==> config.mk <==
export PLATFORM = sky130hd
export DESIGN_NAME = tfpe_scale
export DESIGN_NICKNAME = d
export VERILOG_FILES = /design/src/design/tfpe_pkg.sv /design/src/design/tfpe_scale.sv
export SDC_FILE = /design/constraint.sdc
export NUM_CORES = 2
export LEC_CHECK = 0
export ABC_AREA = 1
export BUFFER_PORTS_ARGS = -buffer_cell sky130_fd_sc_hd__buf_2
export CORE_ASPECT_RATIO = 1.4
export CORE_MARGIN = 4
export CORE_UTILIZATION = 43
export CTS_CLUSTER_DIAMETER = 40
export CTS_CLUSTER_SIZE = 20
export DETAILED_ROUTE_END_ITERATION = 16
export GPL_ROUTABILITY_DRIVEN = 0
export PLACE_DENSITY_LB_ADDON = 0.05
export SYNTH_ARGS = -nofsm -noshare
export SYNTH_HDL_FRONTEND = slang
export SYNTH_SLANG_ARGS = --single-unit
==> constraint.sdc <==
create_clock -name clk_i -period 5.9 [get_ports clk_i]
set_input_delay 0.295 -clock clk_i [delete_from_list [all_inputs] [get_ports clk_i]]
set_output_delay 0.295 -clock clk_i [all_outputs]
set_load 0.03 [all_outputs]
==> src/design/tfpe_pkg.sv <==
// shared types and constants for the target frame pose error block
// no dependencies
package tfpe_pkg;

  localparam int unsigned CordicStagesDef = 16;
  localparam int unsigned CordW  = 56;   // cordic datapath width
  localparam int unsigned PosW   = 32;
  localparam int unsigned DiffW  = 33;
  localparam int unsigned QuatW  = 16;
  localparam int unsigned StandW = 16;
  localparam int unsigned VecGuard = 20;
  localparam int unsigned PosGuard = 16;
  localparam logic [33:0] MmGainC = 34'd10188013657;
  localparam logic [15:0] StandoffReset = 16'd1000;

  typedef struct packed {
    logic signed [CordW-1:0] vx;
    logic signed [CordW-1:0] vy;
    logic signed [CordW-1:0] px;
    logic signed [CordW-1:0] py;
    logic signed [DiffW-1:0] dz;
  } rot_t;

endpackage

==> src/design/tfpe_scale.sv <==
// back end: gain removal, mm scaling, standoff, saturation
// depends on tfpe_pkg
module tfpe_scale (
  input  logic                               clk_i,
  input  logic                               rst_ni,
  input  logic                               valid_i,
  input  tfpe_pkg::rot_t                     data_i,
  input  logic [tfpe_pkg::StandW-1:0]        standoff_i,
  output logic                               valid_o,
  output logic signed [31:0]                 along_error_mm_o,
  output logic [30:0]                        across_error_mm_o,
  output logic signed [31:0]                 height_error_mm_o
);
  import tfpe_pkg::*;

  localparam int unsigned MagW = CordW - PosGuard;

  logic                    v1_q, v2_q, v3_q;
  logic signed [MagW-1:0]  rx, ry;
  logic [MagW-1:0]         mx_q, my_q;
  logic                    ny_q, ny2_q, nz_q, nz2_q;
  logic [DiffW-1:0]        mz_q;
  logic [53:0]             axc_q, bxc_q, ayc_q, byc_q;
  logic [42:0]             hz_q;
  logic [35:0]             r_x, r_y;
  logic signed [37:0]      al;
  logic [26:0]             hm;
  logic signed [31:0]      along_q;
  logic [30:0]             across_q;
  logic signed [31:0]      height_q;

  always_comb begin
    rx = MagW'((data_i.px + (CordW'(1) <<< (PosGuard - 1))) >>> PosGuard);
    ry = MagW'((data_i.py + (CordW'(1) <<< (PosGuard - 1))) >>> PosGuard);
  end

  always_ff @(posedge clk_i or negedge rst_ni) begin
    if (!rst_ni) begin
      v1_q <= 1'b0;
      v2_q <= 1'b0;
      v3_q <= 1'b0;
    end else begin
      v1_q <= valid_i;
      v2_q <= v1_q;
      v3_q <= v2_q;
    end
  end

  // magnitudes and signs, the across part keeps only its magnitude
  always_ff @(posedge clk_i) begin
    ny_q <= ry[MagW-1];
    mx_q <= rx[MagW-1] ? MagW'(-rx) : MagW'(rx);
    my_q <= ry[MagW-1] ? MagW'(-ry) : MagW'(ry);
    nz_q <= data_i.dz[DiffW-1];
    mz_q <= data_i.dz[DiffW-1] ? DiffW'(-data_i.dz) : DiffW'(data_i.dz);
  end

  // gain products on 20-bit halves
  always_ff @(posedge clk_i) begin
    axc_q <= 54'(mx_q[MagW-1:20]) * 54'(MmGainC);
    bxc_q <= 54'(mx_q[19:0]) * 54'(MmGainC);
    ayc_q <= 54'(my_q[MagW-1:20]) * 54'(MmGainC);
    byc_q <= 54'(my_q[19:0]) * 54'(MmGainC);
    hz_q  <= 43'(mz_q) * 43'd1000;
    ny2_q <= ny_q;
    nz2_q <= nz_q;
  end

  always_comb begin
    r_x = 36'((55'(axc_q) + 55'(1 << 19) + 55'(bxc_q >> 20)) >> 20);
    r_y = 36'((55'(ayc_q) + 55'(1 << 19) + 55'(byc_q >> 20)) >> 20);
    al  = (ny2_q ? -38'(r_y) : 38'(r_y)) - 38'(standoff_i);
    hm  = 27'((hz_q + 43'd32768) >> 16);
  end

  always_ff @(posedge clk_i) begin
    if (al > 38'sh7FFFFFFF) along_q <= 32'sh7FFFFFFF;
    else if (al < -38'sh80000000) along_q <= 32'sh80000000;
    else along_q <= al[31:0];
    across_q <= (r_x > 36'h7FFFFFFF) ? 31'h7FFFFFFF : r_x[30:0];
    height_q <= nz2_q ? -32'(hm) : 32'(hm);
  end

  assign valid_o           = v3_q;
  assign along_error_mm_o  = along_q;
  assign across_error_mm_o = across_q;
  assign height_error_mm_o = height_q;

endmodule

==> impl_metrics.csv <==
group,metric,value,unit
status,status,"complete, no violations",
logic_synthesis,syn_avg_cell_area,8.38,um^2
logic_synthesis,synth_top_area_share,25.3,%
critical_path,crit_top_cell,"fa_1",
clocking,insertion_delay,0.70,ns
grt,grt_remaining_overflow,0,
placement,port_buffers,229,
routing,via_count,54000,
worst_hold_path,hold_path_startpoint,"data_i[87]",
logic_synthesis,synth-adder-area-share,49.4,%
grt,grt_first_pass_wirelength,310000,um
sta,grt_setup_unrepaired,"true",
logic_synthesis,synth_compound_area_share,6.23,%
floorplan,die-area,0.159,mm^2
logic_synthesis,synth_warnings,0,
sta,drv_slew,0,
sta,setup_violations,0,
run,maxCapViolCount,0,
clocking,h-tree-depth,3,
routing,drtPass1Iterations,7,
cells_and_area,postLayoutCoreUtil,52.9,%
grt,grt_max_degree,44,
cells_and_area,fillers,14500,
grt,grt_pass1_vias,57700,
cells_and_area,final_nets,11300,
placement,hpwl,177000,um
clocking,cts_num_sinks,419,
critical_path,cp-start-kind,"flip-flop",
routing,ant_nets,0,
floorplan,die_w,338,um
routing,drc_errors,0,
logic_synthesis,syn_nets,10200,
cells_and_area,drive_gt1_share,18.1,%
grt,antenna_found_initial,8,
sta,layout_setup_ws,0.142,ns
logic_synthesis,seq_area_frac_synth,12.8,%
logic_synthesis,synth_top_family_by_area,"adder cells",
clocking,cts_buffers,77,
cells_and_area,area_growth,22.1,%
sta,final.min_clock_period,5.76,ns
sta,slew_headroom,43.4,%
clocking,clkTransAtPathRegs,0.06,ns
cells_and_area,stdcell_count,10900,
routing,wl_per_cell,18.2,um
logic_synthesis,yosys.area_share.simple,14.9,%
logic_synthesis,async_flop_share,0.716,%
clocking,cts_tree,"done",
placement,place_area,0.0743,mm^2
critical_path,crit_type,"reg -> reg",
grt,grtUsageTotal,24.9,%
logic_synthesis,synthTopCellsByArea,"ha_1, fa_1, dfxtp_1",
worst_hold_path,hp-class,"in -> reg",
sta,worst_slew_pin_slew,0.847,ns
floorplan,initial_utilization,43.3,%
critical_path,critPathArrivalTime,6.31,ns
logic_synthesis,ys_ff_latch,419,
logic_synthesis,synth_top_flop_cell,"dfxtp_1",
sta,clock-skew-final,0.0422,ns
placement,pre_cts_slack,-0.378,ns
critical_path,worstPathRequired,6.45,ns
critical_path,crit_slowest_cell,"fa_2",
critical_path,timing.critical_path.from,"my_q[22]",
clocking,root_buffer,"clkbuf_16",
floorplan,num_rows,169,
critical_path,cp_max_fo,3,
floorplan,dieHeight,470,um
logic_synthesis,synth-edff-count,0,
critical_path,worstPathCellList,"fa_2 > fa_1 > ha_1 > inv_1 > fa_1 > fa_1 > inv_2 > fa_1 > fa_1 > ha_4 > nand2_4 > buf_6 > buf_4 > nor4_4 > nand3_2 > o2111ai_4 > nand2_1 > o211ai_1 > a31oi_1 > buf_4 > buf_4 > xor2_1",
critical_path,cp_slowest_stage_delay,0.66,ns
routing,drtIter0Drc,2009,
sta,finalCritPeriodShare,97.6,%
logic_synthesis,synthXorXnorAreaFrac,6.31,%
logic_synthesis,syn_inst,7836,
critical_path,r2r_start,"my_q[22]",
floorplan,ioPinCount,372,
logic_synthesis,yosysTopAreaCell,"ha_1",
clocking,ctsLongestPathBuffers,3,
routing,via_per_inst,4.94,
critical_path,critPathCaptureType,"flip-flop",
cells_and_area,stdcell_area,0.0802,mm^2
floorplan,core_area,0.152,mm^2
placement,dpl.cell_count,10700,
sta,fmax,0.174,GHz
logic_synthesis,synth.area.mux_share,0,%
sta,final_hold_viol_count,0,
logic_synthesis,synth_cell_types,60,
routing,finalWirelength,198000,um
logic_synthesis,synth_area,0.0656,mm^2
## area by class of cell
type	count	area, um^2	share of cell area, %
antenna	5	12.5	0.0156
clock buffer	88	2030	2.53
clock inverter	54	811	1.01
inverter	1783	6690	8.35
multi-input combinational	5607	52400	65.3
sequential	419	8510	10.6
tap	1966	2460	3.07
timing repair buffer	1001	7300	9.11
## cells by family after synthesis
group,Yosys count
AND/OR/NAND/NOR,2286
adder cells (fa/ha/maj),2118
buffers and inverters,1810
AO/OA/AOI/OAI,730
XOR/XNOR,473
flip-flops,419
## routing by layer
layer  share of wire [%]  vias up  global-route usage (%)
met4                 6.0        4                    12.6
met3                 3.5      456                    2.94
met5               0.015        -                       0
met2                  53     1036                    48.1
li1                    -    26800                       -
met1                  37    25600                    26.2
## final timing paths
| path | slack, ns | end | depth (start not counted) |
|---|---|---|---|
| worst min-delay path | 0.05 | my_q[39] | 4 |
| max in group asynchronous | 5.27 | valid_o | 3 |
| worst max register to register | 0.14 | ayc_q[51] | 22 |
| worst max-delay path | 0.14 | ayc_q[51] | 22 |
| worst min register to register | 0.33 | nz2_q | 0 |
| min in group asynchronous | 0.48 | v2_q | 3 |
## sequential cells by signal, summed over array words and instances, names as in the netlist, 28 cells and up
| signal | cells |
|---|---|
| across_error_mm_o | 31 |
| axc_q | 54 |
| my_q | 40 |
| bxc_q | 34 |
| along_error_mm_o | 32 |
| hz_q | 28 |
| height_error_mm_o | 32 |
| ayc_q | 54 |
| byc_q | 34 |
| mx_q | 40 |
| mz_q | 33 |
## worst max-delay path, delay by kind of cell, from the launching register on
kind	cells	cell delay (ns)
compound gates	3	0.35
xor+xnor	1	0.13
fa+ha+maj	8	3.64
buf+inv	6	0.62
flops	1	0.33
simple gates	4	0.54
## synthesized netlist by cell type, types with 4 or more instances
cell type	count
buf_1	5
nand3_2	7
nand2_4	5
nand2_2	29
a21boi_0	12
nor4_1	32
nand4_1	77
nand3_1	237
buf_6	6
o221ai_1	8
nand3b_1	15
and3_1	4
o21ai_1	11
nor2_2	31
fa_1	788
a21o_1	8
nor2_1	480
clkbuf_1	14
and2_1	5
xnor2_1	163
nor3_1	87
a21oi_1	370
a211oi_1	10
o31ai_1	14
clkinv_1	11
inv_1	1733
nor3_2	4
dfxtp_1	416
nor3b_1	7
o2111ai_1	4
or2_2	13
o21ai_0	164
inv_2	39
a31oi_1	60
o21bai_1	14
o211ai_1	14
nand2_1	1240
nor2_4	8
xor2_1	310
o21a_1	18
ha_1	1330
## metrics by stage
step / hold WS, ns / setup TNS, ns
after floorplan: -0.000591 / 0
after global placement: 0.0872 / -4.23
after detailed placement: 0.0914 / -5.16
after CTS: 0.000243 / -0.0199
after global routing: 0.0541 / -0.503
final: 0.0516 / 0
## repair_timing
action,4_1_cts,5_1_grt
pin swaps,35,155
endpoints found under the hold margin,59,0
hold buffers,63,0
setup endpoints to repair,53,104
buffers inserted,11,24
cloned,0,2
resized for setup,97,397
## cells in the final DEF, fill, tap and decap left out, types with 229 or more instances in the layout
master	n
xor2_1	308
nand2_1	1203
dfxtp_1	365
buf_2	229
nand3_1	229
fa_1	754
inv_1	1711
a21oi_1	309
ha_1	1243
nor2_1	449
buf_4	685
Power is not shown: default switching activity piles up to over one toggle a cycle in this logic, so the estimate is an artifact.
