$ cat config.mk
export PLATFORM = sky130hd
export DESIGN_NAME = tfpe_prep
export DESIGN_NICKNAME = d
export VERILOG_FILES = /design/src/design/tfpe_pkg.sv /design/src/design/tfpe_prep.sv
export SDC_FILE = /design/constraint.sdc
export NUM_CORES = 2
export LEC_CHECK = 0
export ABC_AREA = 1
export BUFFER_PORTS_ARGS = -buffer_cell sky130_fd_sc_hd__buf_2
export CORE_ASPECT_RATIO = 0.8
export CORE_MARGIN = 3
export CORE_UTILIZATION = 30
export CTS_BUF_LIST = sky130_fd_sc_hd__clkbuf_16
export CTS_CLUSTER_DIAMETER = 50
export DETAILED_ROUTE_END_ITERATION = 10
export HOLD_SLACK_MARGIN = 0.02
export PLACE_DENSITY = 0.48
export SYNTH_ARGS = -nofsm -noshare
export SYNTH_HDL_FRONTEND = slang
export SYNTH_SLANG_ARGS = --single-unit
$ cat constraint.sdc
create_clock -name clk_i -period 4.7 [get_ports clk_i]
set_input_delay 0.47 -clock clk_i [delete_from_list [all_inputs] [get_ports clk_i]]
set_output_delay 0.47 -clock clk_i [all_outputs]
set_load 0.01 [all_outputs]
$ cat src/design/tfpe_pkg.sv
// shared types and constants for the target frame pose error block
// no dependencies
package tfpe_pkg;

  localparam int unsigned CordicStagesDef = 16;
  localparam int unsigned CordW  = 56;   // cordic datapath width
  localparam int unsigned PosW   = 32;
  localparam int unsigned DiffW  = 33;
  localparam int unsigned QuatW  = 16;
  localparam int unsigned StandW = 16;
  localparam int unsigned VecGuard = 20;
  localparam int unsigned PosGuard = 16;
  localparam logic [33:0] MmGainC = 34'd10188013657;
  localparam logic [15:0] StandoffReset = 16'd1000;

  typedef struct packed {
    logic signed [CordW-1:0] vx;
    logic signed [CordW-1:0] vy;
    logic signed [CordW-1:0] px;
    logic signed [CordW-1:0] py;
    logic signed [DiffW-1:0] dz;
  } rot_t;

endpackage

$ cat src/design/tfpe_prep.sv
// front end: offsets, yaw vector from the quaternion, half-turn pre-rotation
// depends on tfpe_pkg
module tfpe_prep (
  input  logic                              clk_i,
  input  logic                              rst_ni,
  input  logic                              valid_i,
  input  logic signed [tfpe_pkg::PosW-1:0]  vehicle_x_i,
  input  logic signed [tfpe_pkg::PosW-1:0]  vehicle_y_i,
  input  logic signed [tfpe_pkg::PosW-1:0]  vehicle_z_i,
  input  logic signed [tfpe_pkg::PosW-1:0]  target_x_i,
  input  logic signed [tfpe_pkg::PosW-1:0]  target_y_i,
  input  logic signed [tfpe_pkg::PosW-1:0]  target_z_i,
  input  logic signed [tfpe_pkg::QuatW-1:0] quat_x_i,
  input  logic signed [tfpe_pkg::QuatW-1:0] quat_y_i,
  input  logic signed [tfpe_pkg::QuatW-1:0] quat_z_i,
  input  logic signed [tfpe_pkg::QuatW-1:0] quat_w_i,
  output logic                              valid_o,
  output tfpe_pkg::rot_t                    data_o
);
  import tfpe_pkg::*;

  logic                    v1_q;
  logic signed [DiffW-1:0] dx_q, dy_q, dz_q;
  logic signed [31:0]      qyy_q, qzz_q, qxy_q, qwz_q;
  logic signed [33:0]      vx, vy;
  logic signed [CordW-1:0] vxs, vys, pxs, pys;
  rot_t                    data_d, data_q;
  logic                    v2_q;

  always_ff @(posedge clk_i or negedge rst_ni) begin
    if (!rst_ni) begin
      v1_q <= 1'b0;
      v2_q <= 1'b0;
    end else begin
      v1_q <= valid_i;
      v2_q <= v1_q;
    end
  end

  always_ff @(posedge clk_i) begin
    dx_q  <= DiffW'(vehicle_x_i) - DiffW'(target_x_i);
    dy_q  <= DiffW'(vehicle_y_i) - DiffW'(target_y_i);
    dz_q  <= DiffW'(vehicle_z_i) - DiffW'(target_z_i);
    qyy_q <= quat_y_i * quat_y_i;
    qzz_q <= quat_z_i * quat_z_i;
    qxy_q <= quat_x_i * quat_y_i;
    qwz_q <= quat_w_i * quat_z_i;
    data_q <= data_d;
  end

  always_comb begin
    vx = (34'sd1 <<< 28) - ((34'(qyy_q) + 34'(qzz_q)) <<< 1);
    vy = (34'(qxy_q) + 34'(qwz_q)) <<< 1;
    // degenerate yaw vector points along +x
    if (vx == '0 && vy == '0) vx = 34'sd1;
    vxs = CordW'(vx) <<< VecGuard;
    vys = CordW'(vy) <<< VecGuard;
    pxs = CordW'(dx_q) <<< PosGuard;
    pys = CordW'(dy_q) <<< PosGuard;
    if (vx < 0) begin
      data_d.vx = -vxs;
      data_d.vy = -vys;
      data_d.px = -pxs;
      data_d.py = -pys;
    end else begin
      data_d.vx = vxs;
      data_d.vy = vys;
      data_d.px = pxs;
      data_d.py = pys;
    end
    data_d.dz = dz_q;
  end

  assign valid_o = v2_q;
  assign data_o  = data_q;

endmodule

==> flow_summary.html <==
<table>
<tr><th>Metric</th><th>Value</th></tr>
<tr><th colspan="2">CTS</th></tr>
<tr><td>Insertion delay to the later sink of the worst-skew pair</td><td>0.67 ns</td></tr>
<tr><td>Clk root buf</td><td>clkbuf_16</td></tr>
<tr><td>CTS clock-pin slew for the worst setup and hold paths</td><td>0.05 ns</td></tr>
<tr><td>Num CTS Buffers</td><td>58</td></tr>
<tr><td>Buffer depth of the longest clock path</td><td>3</td></tr>
<tr><td>CTS tree</td><td>yes</td></tr>
<tr><td>CTS H-tree lvls</td><td>2</td></tr>
<tr><td>TritonCTS sink count</td><td>411</td></tr>
<tr><th colspan="2">Yosys</th></tr>
<tr><td>Compound-cell area share of the yosys netlist</td><td>0.0539</td></tr>
<tr><td>Dominant register cell in the synthesized netlist</td><td>dfxtp_1</td></tr>
<tr><td>Simple-gate area share of the yosys netlist</td><td>0.167</td></tr>
<tr><td>Post-Syn Area</td><td>59700 um2</td></tr>
<tr><td>Async set-reset flop share out of synthesis</td><td>0.00487</td></tr>
<tr><td>Post-synthesis adder-cell area fraction</td><td>0.443</td></tr>
<tr><td>Per-instance average area after synthesis</td><td>8.02 um2</td></tr>
<tr><td>Multiplexer share of the synthesized area</td><td>0</td></tr>
<tr><td>Synth Area in XOR/XNOR</td><td>0.0564</td></tr>
<tr><td>Number of enable flip-flop cells after synthesis</td><td>0</td></tr>
<tr><td>Largest family of logic cells by synthesized area</td><td>adder cells</td></tr>
<tr><td>Number of flip-flops and latches in the synthesized netlist</td><td>411</td></tr>
<tr><td>Sequential fraction of the synthesis area</td><td>0.138</td></tr>
<tr><td>Ys Warns</td><td>0</td></tr>
<tr><td>Post-Synthesis Cells</td><td>7445</td></tr>
<tr><td>Library cells used by synthesis</td><td>55</td></tr>
<tr><th colspan="2">Run</th></tr>
<tr><td>MaxCap Viol Count</td><td>1</td></tr>
<tr><th colspan="2">Setup path</th></tr>
<tr><td>Critical path capture point type</td><td>register</td></tr>
<tr><td>Crit path required time</td><td>5.26 ns</td></tr>
<tr><td>Worst stage delay on the critical path</td><td>0.55 ns</td></tr>
<tr><td>Launching point of the worst reg2reg path</td><td>qwz_q[1]$_DFF_P_</td></tr>
<tr><td>Critical Path Start Type</td><td>input port</td></tr>
<tr><td>Most numerous cell on the critical path</td><td>fa_1</td></tr>
<tr><td>Crit Path Class</td><td>in -&gt; reg</td></tr>
<tr><td>Cell at the slowest stage of the critical path</td><td>fa_1</td></tr>
<tr><td>Reg2Reg Capture Point</td><td>data_o[254]$_SDFF_PP0_</td></tr>
<tr><td>Number of cells on the worst reg-to-reg path</td><td>38</td></tr>
<tr><td>CP Max Fanout</td><td>3</td></tr>
<tr><td>Data arrival time of the critical path</td><td>5.91 ns</td></tr>
<tr><td>Minimum setup slack among reg-to-reg paths</td><td>-0.51 ns</td></tr>
<tr><th colspan="2">Floorplan</th></tr>
<tr><td>Area enclosed by the die boundary</td><td>204000 um2</td></tr>
<tr><td>CORE AREA</td><td>196000 um2</td></tr>
<tr><td>Number of standard-cell rows in the floorplan</td><td>145</td></tr>
<tr><td>Initial Utilization</td><td>0.304</td></tr>
<tr><td>Horizontal die dimension</td><td>505 um</td></tr>
<tr><td>Top-level I/O count</td><td>517</td></tr>
<tr><td>Die extent in y</td><td>405 um</td></tr>
<tr><th colspan="2">STA</th></tr>
<tr><td>Least-Margin Pin Slew</td><td>1.48 ns</td></tr>
<tr><td>Slack of the critical path</td><td>-0.650 ns</td></tr>
<tr><td>Achievable Freq</td><td>187 MHz</td></tr>
<tr><td>Final setup skew</td><td>0.0478 ns</td></tr>
<tr><td>Endpoints failing hold</td><td>0</td></tr>
<tr><td>Max-slew violation total from the final report</td><td>0</td></tr>
<tr><td>Post-route clock period utilization</td><td>1.14</td></tr>
<tr><td>Final setup viols</td><td>100</td></tr>
<tr><td>RSZ-0062 raised after global routing</td><td>yes</td></tr>
<tr><td>Slew Limit Headroom</td><td>0.00277</td></tr>
<tr><td>Final critical-path required period</td><td>5.35 ns</td></tr>
<tr><th colspan="2">Finish</th></tr>
<tr><td>Fraction of layout cells with a size suffix above 1</td><td>0.285</td></tr>
<tr><td>Final nets</td><td>10661</td></tr>
<tr><td>Commonest non-fill, non-tap cell in the layout</td><td>inv_1</td></tr>
<tr><td>Area added between synthesis and finish</td><td>34.8%</td></tr>
<tr><td>Commonest cells after routing, fill and taps aside</td><td>1790 x inv_1, 1430 x nand2_1, 948 x fa_1</td></tr>
<tr><td>End-of-flow core utilization</td><td>0.410</td></tr>
<tr><th colspan="2">Routing</th></tr>
<tr><td>DR vias/cell</td><td>4.39</td></tr>
<tr><td>Number of nets still failing antenna checks after routing</td><td>0</td></tr>
<tr><td>Routed vias</td><td>50841</td></tr>
<tr><td>Number of detailed-route iterations in the first pass</td><td>6</td></tr>
<tr><td>First DRT Iteration DRCs</td><td>2740</td></tr>
<tr><td>Post-route DRC</td><td>0</td></tr>
<tr><td>Total routed wirelength</td><td>198000 um</td></tr>
<tr><td>WL per Instance</td><td>17.0 um</td></tr>
<tr><th colspan="2">GRT</th></tr>
<tr><td>Pin count of the biggest net entering global routing</td><td>41</td></tr>
<tr><td>Tot GR Track Use</td><td>0.192</td></tr>
<tr><td>Number of global-route vias before repair</td><td>53329</td></tr>
<tr><td>Initial antenna violation count</td><td>6</td></tr>
<tr><td>Overflow after GRT</td><td>0</td></tr>
<tr><td>Wire length of the first global-routing pass</td><td>309000 um</td></tr>
<tr><th colspan="2">Min path</th></tr>
<tr><td>Worst hold stages</td><td>3</td></tr>
<tr><td>Tightest Hold Check Type</td><td>in -&gt; reg</td></tr>
<tr><td>Worst hold endpoint</td><td>dz_q[1]$_DFF_P_</td></tr>
<tr><td>Beginning of the worst hold path</td><td>target_z_i[1]</td></tr>
<tr><th colspan="2">Outcome</th></tr>
<tr><td>Failing checks</td><td>max-capacitance violations, negative setup slack</td></tr>
<tr><td>Result of the run</td><td>finished with violations</td></tr>
<tr><th colspan="2">Placed design</th></tr>
<tr><td>Placer's final routability congestion estimate</td><td>0.951</td></tr>
<tr><td>Number of buffers inserted by port buffering</td><td>443</td></tr>
<tr><td>Half-perimeter wire length after placement</td><td>170000 um</td></tr>
</table>
-- state kept, by name, indices dropped and copies added, names as in the netlist --
name	cells
dy_q	33
valid_o	1
dz_q	33
qwz_q	32
qyy_q	31
v1_q	1
qxy_q	32
qzz_q	31
dx_q	33
data_o	184
-- final cells by class --
type | count | area [um2]
Antenna cell | 3 | 7.51
Clock buffer | 58 | 1450
Clock inverter | 48 | 504
Fill cell | 20011 | 116000
Inverter | 1933 | 7300
Multi-Input combinational cell | 4943 | 47400
Sequential cell | 411 | 8260
Tap cell | 2646 | 3310
Timing Repair Buffer | 1548 | 12300
-- layer usage --
metal | track usage | share of wire | up-vias
met5 | 0 | 0 | -
met4 | 0.0396 | 0.023 | 0
met3 | 0.0209 | 0.048 | 180
met2 | 0.309 | 0.45 | 1073
met1 | 0.279 | 0.48 | 24838
li1 | - | - | 24750
-- cell families after synthesis --
family                   Yosys count
AND/OR/NAND/NOR                 2398
adder cells (fa/ha/maj)         1507
AO/OA/AOI/OAI                    579
buffers and inverters           2165
XOR/XNOR                         384
flip-flops                       411
other                              1
-- through the flow --
step / instance area [um2] / hold WS [ns] / setup slack, ns / instances / TNS, ns
2_1_floorplan: 61800 / 0.174 / -1.34 / 7519 / -34.93
3_3_place_gp: 72300 / 0.253 / -1.70 / 11232 / -125.89
3_5_place_dp: 72300 / 0.257 / -1.77 / 11232 / -129.58
4_1_cts: 78400 / 0.0664 / -0.648 / 11539 / -33.14
5_1_grt: 80500 / 0.101 / -0.896 / 11588 / -56.29
6_report: 80500 / 0.142 / -0.650 / 11590 / -33.02
-- worst max-delay path, delay by kind of cell --
family | cells | cell delay (ns)
fa+ha+maj | 7 | 3.27
compound gates | 9 | 0.99
xor+xnor | 1 | 0.17
buf+inv | 7 | 0.42
simple gates | 5 | 0.55
-- synthesized netlist by cell type (10+ instances only) --
cell type | count | area share
fa_1 | 1007 | 0.34
nor2_2 | 18 | 0.0019
nand2_2 | 42 | 0.0044
a21o_1 | 14 | 0.0018
nand3_2 | 14 | 0.0023
nor4_1 | 12 | 0.0013
xor2_1 | 255 | 0.037
o21a_1 | 10 | 0.0013
buf_4 | 74 | 0.0093
nand4_1 | 69 | 0.0072
nor2_1 | 355 | 0.022
a21boi_0 | 19 | 0.0024
inv_1 | 1921 | 0.12
dfxtp_1 | 409 | 0.14
o211ai_1 | 10 | 0.0013
a21oi_1 | 305 | 0.026
o21ai_0 | 139 | 0.012
nor3_1 | 53 | 0.0044
ha_1 | 500 | 0.10
clkbuf_1 | 145 | 0.0091
o21bai_1 | 16 | 0.0020
a31oi_1 | 32 | 0.0034
xnor2_1 | 129 | 0.019
nand2_1 | 1596 | 0.10
nand3_1 | 167 | 0.014
or2_2 | 45 | 0.0047
-- worst max-delay path by stage --
stage | startpoint | end | cells after the start
2_1_floorplan | quat_z_i[8] | qzz_q[31]$_DFF_P_ | 29
3_3_place_gp | quat_z_i[3] | qzz_q[31]$_DFF_P_ | 26
3_5_place_dp | quat_z_i[3] | qzz_q[31]$_DFF_P_ | 26
4_1_cts | qxy_q[0]$_DFF_P_ | data_o[250]$_DFF_P_ | 37
5_1_grt | qwz_q[2]$_DFF_P_ | data_o[254]$_SDFF_PP0_ | 38
6_report | quat_z_i[1] | qzz_q[31]$_DFF_P_ | 29
-- repair_timing --
action,in CTS,in global routing
setup endpoints to repair,110,127
buffers inserted,216,102
gates cloned,7,1
hold endpoints to repair,4,0
hold buffers,3,0
resized for setup,613,428
pin swaps,337,401
Power is left out: the tool's default activity adds up to more than one toggle a clock period on the data nets, which glitch-free logic cannot reach.
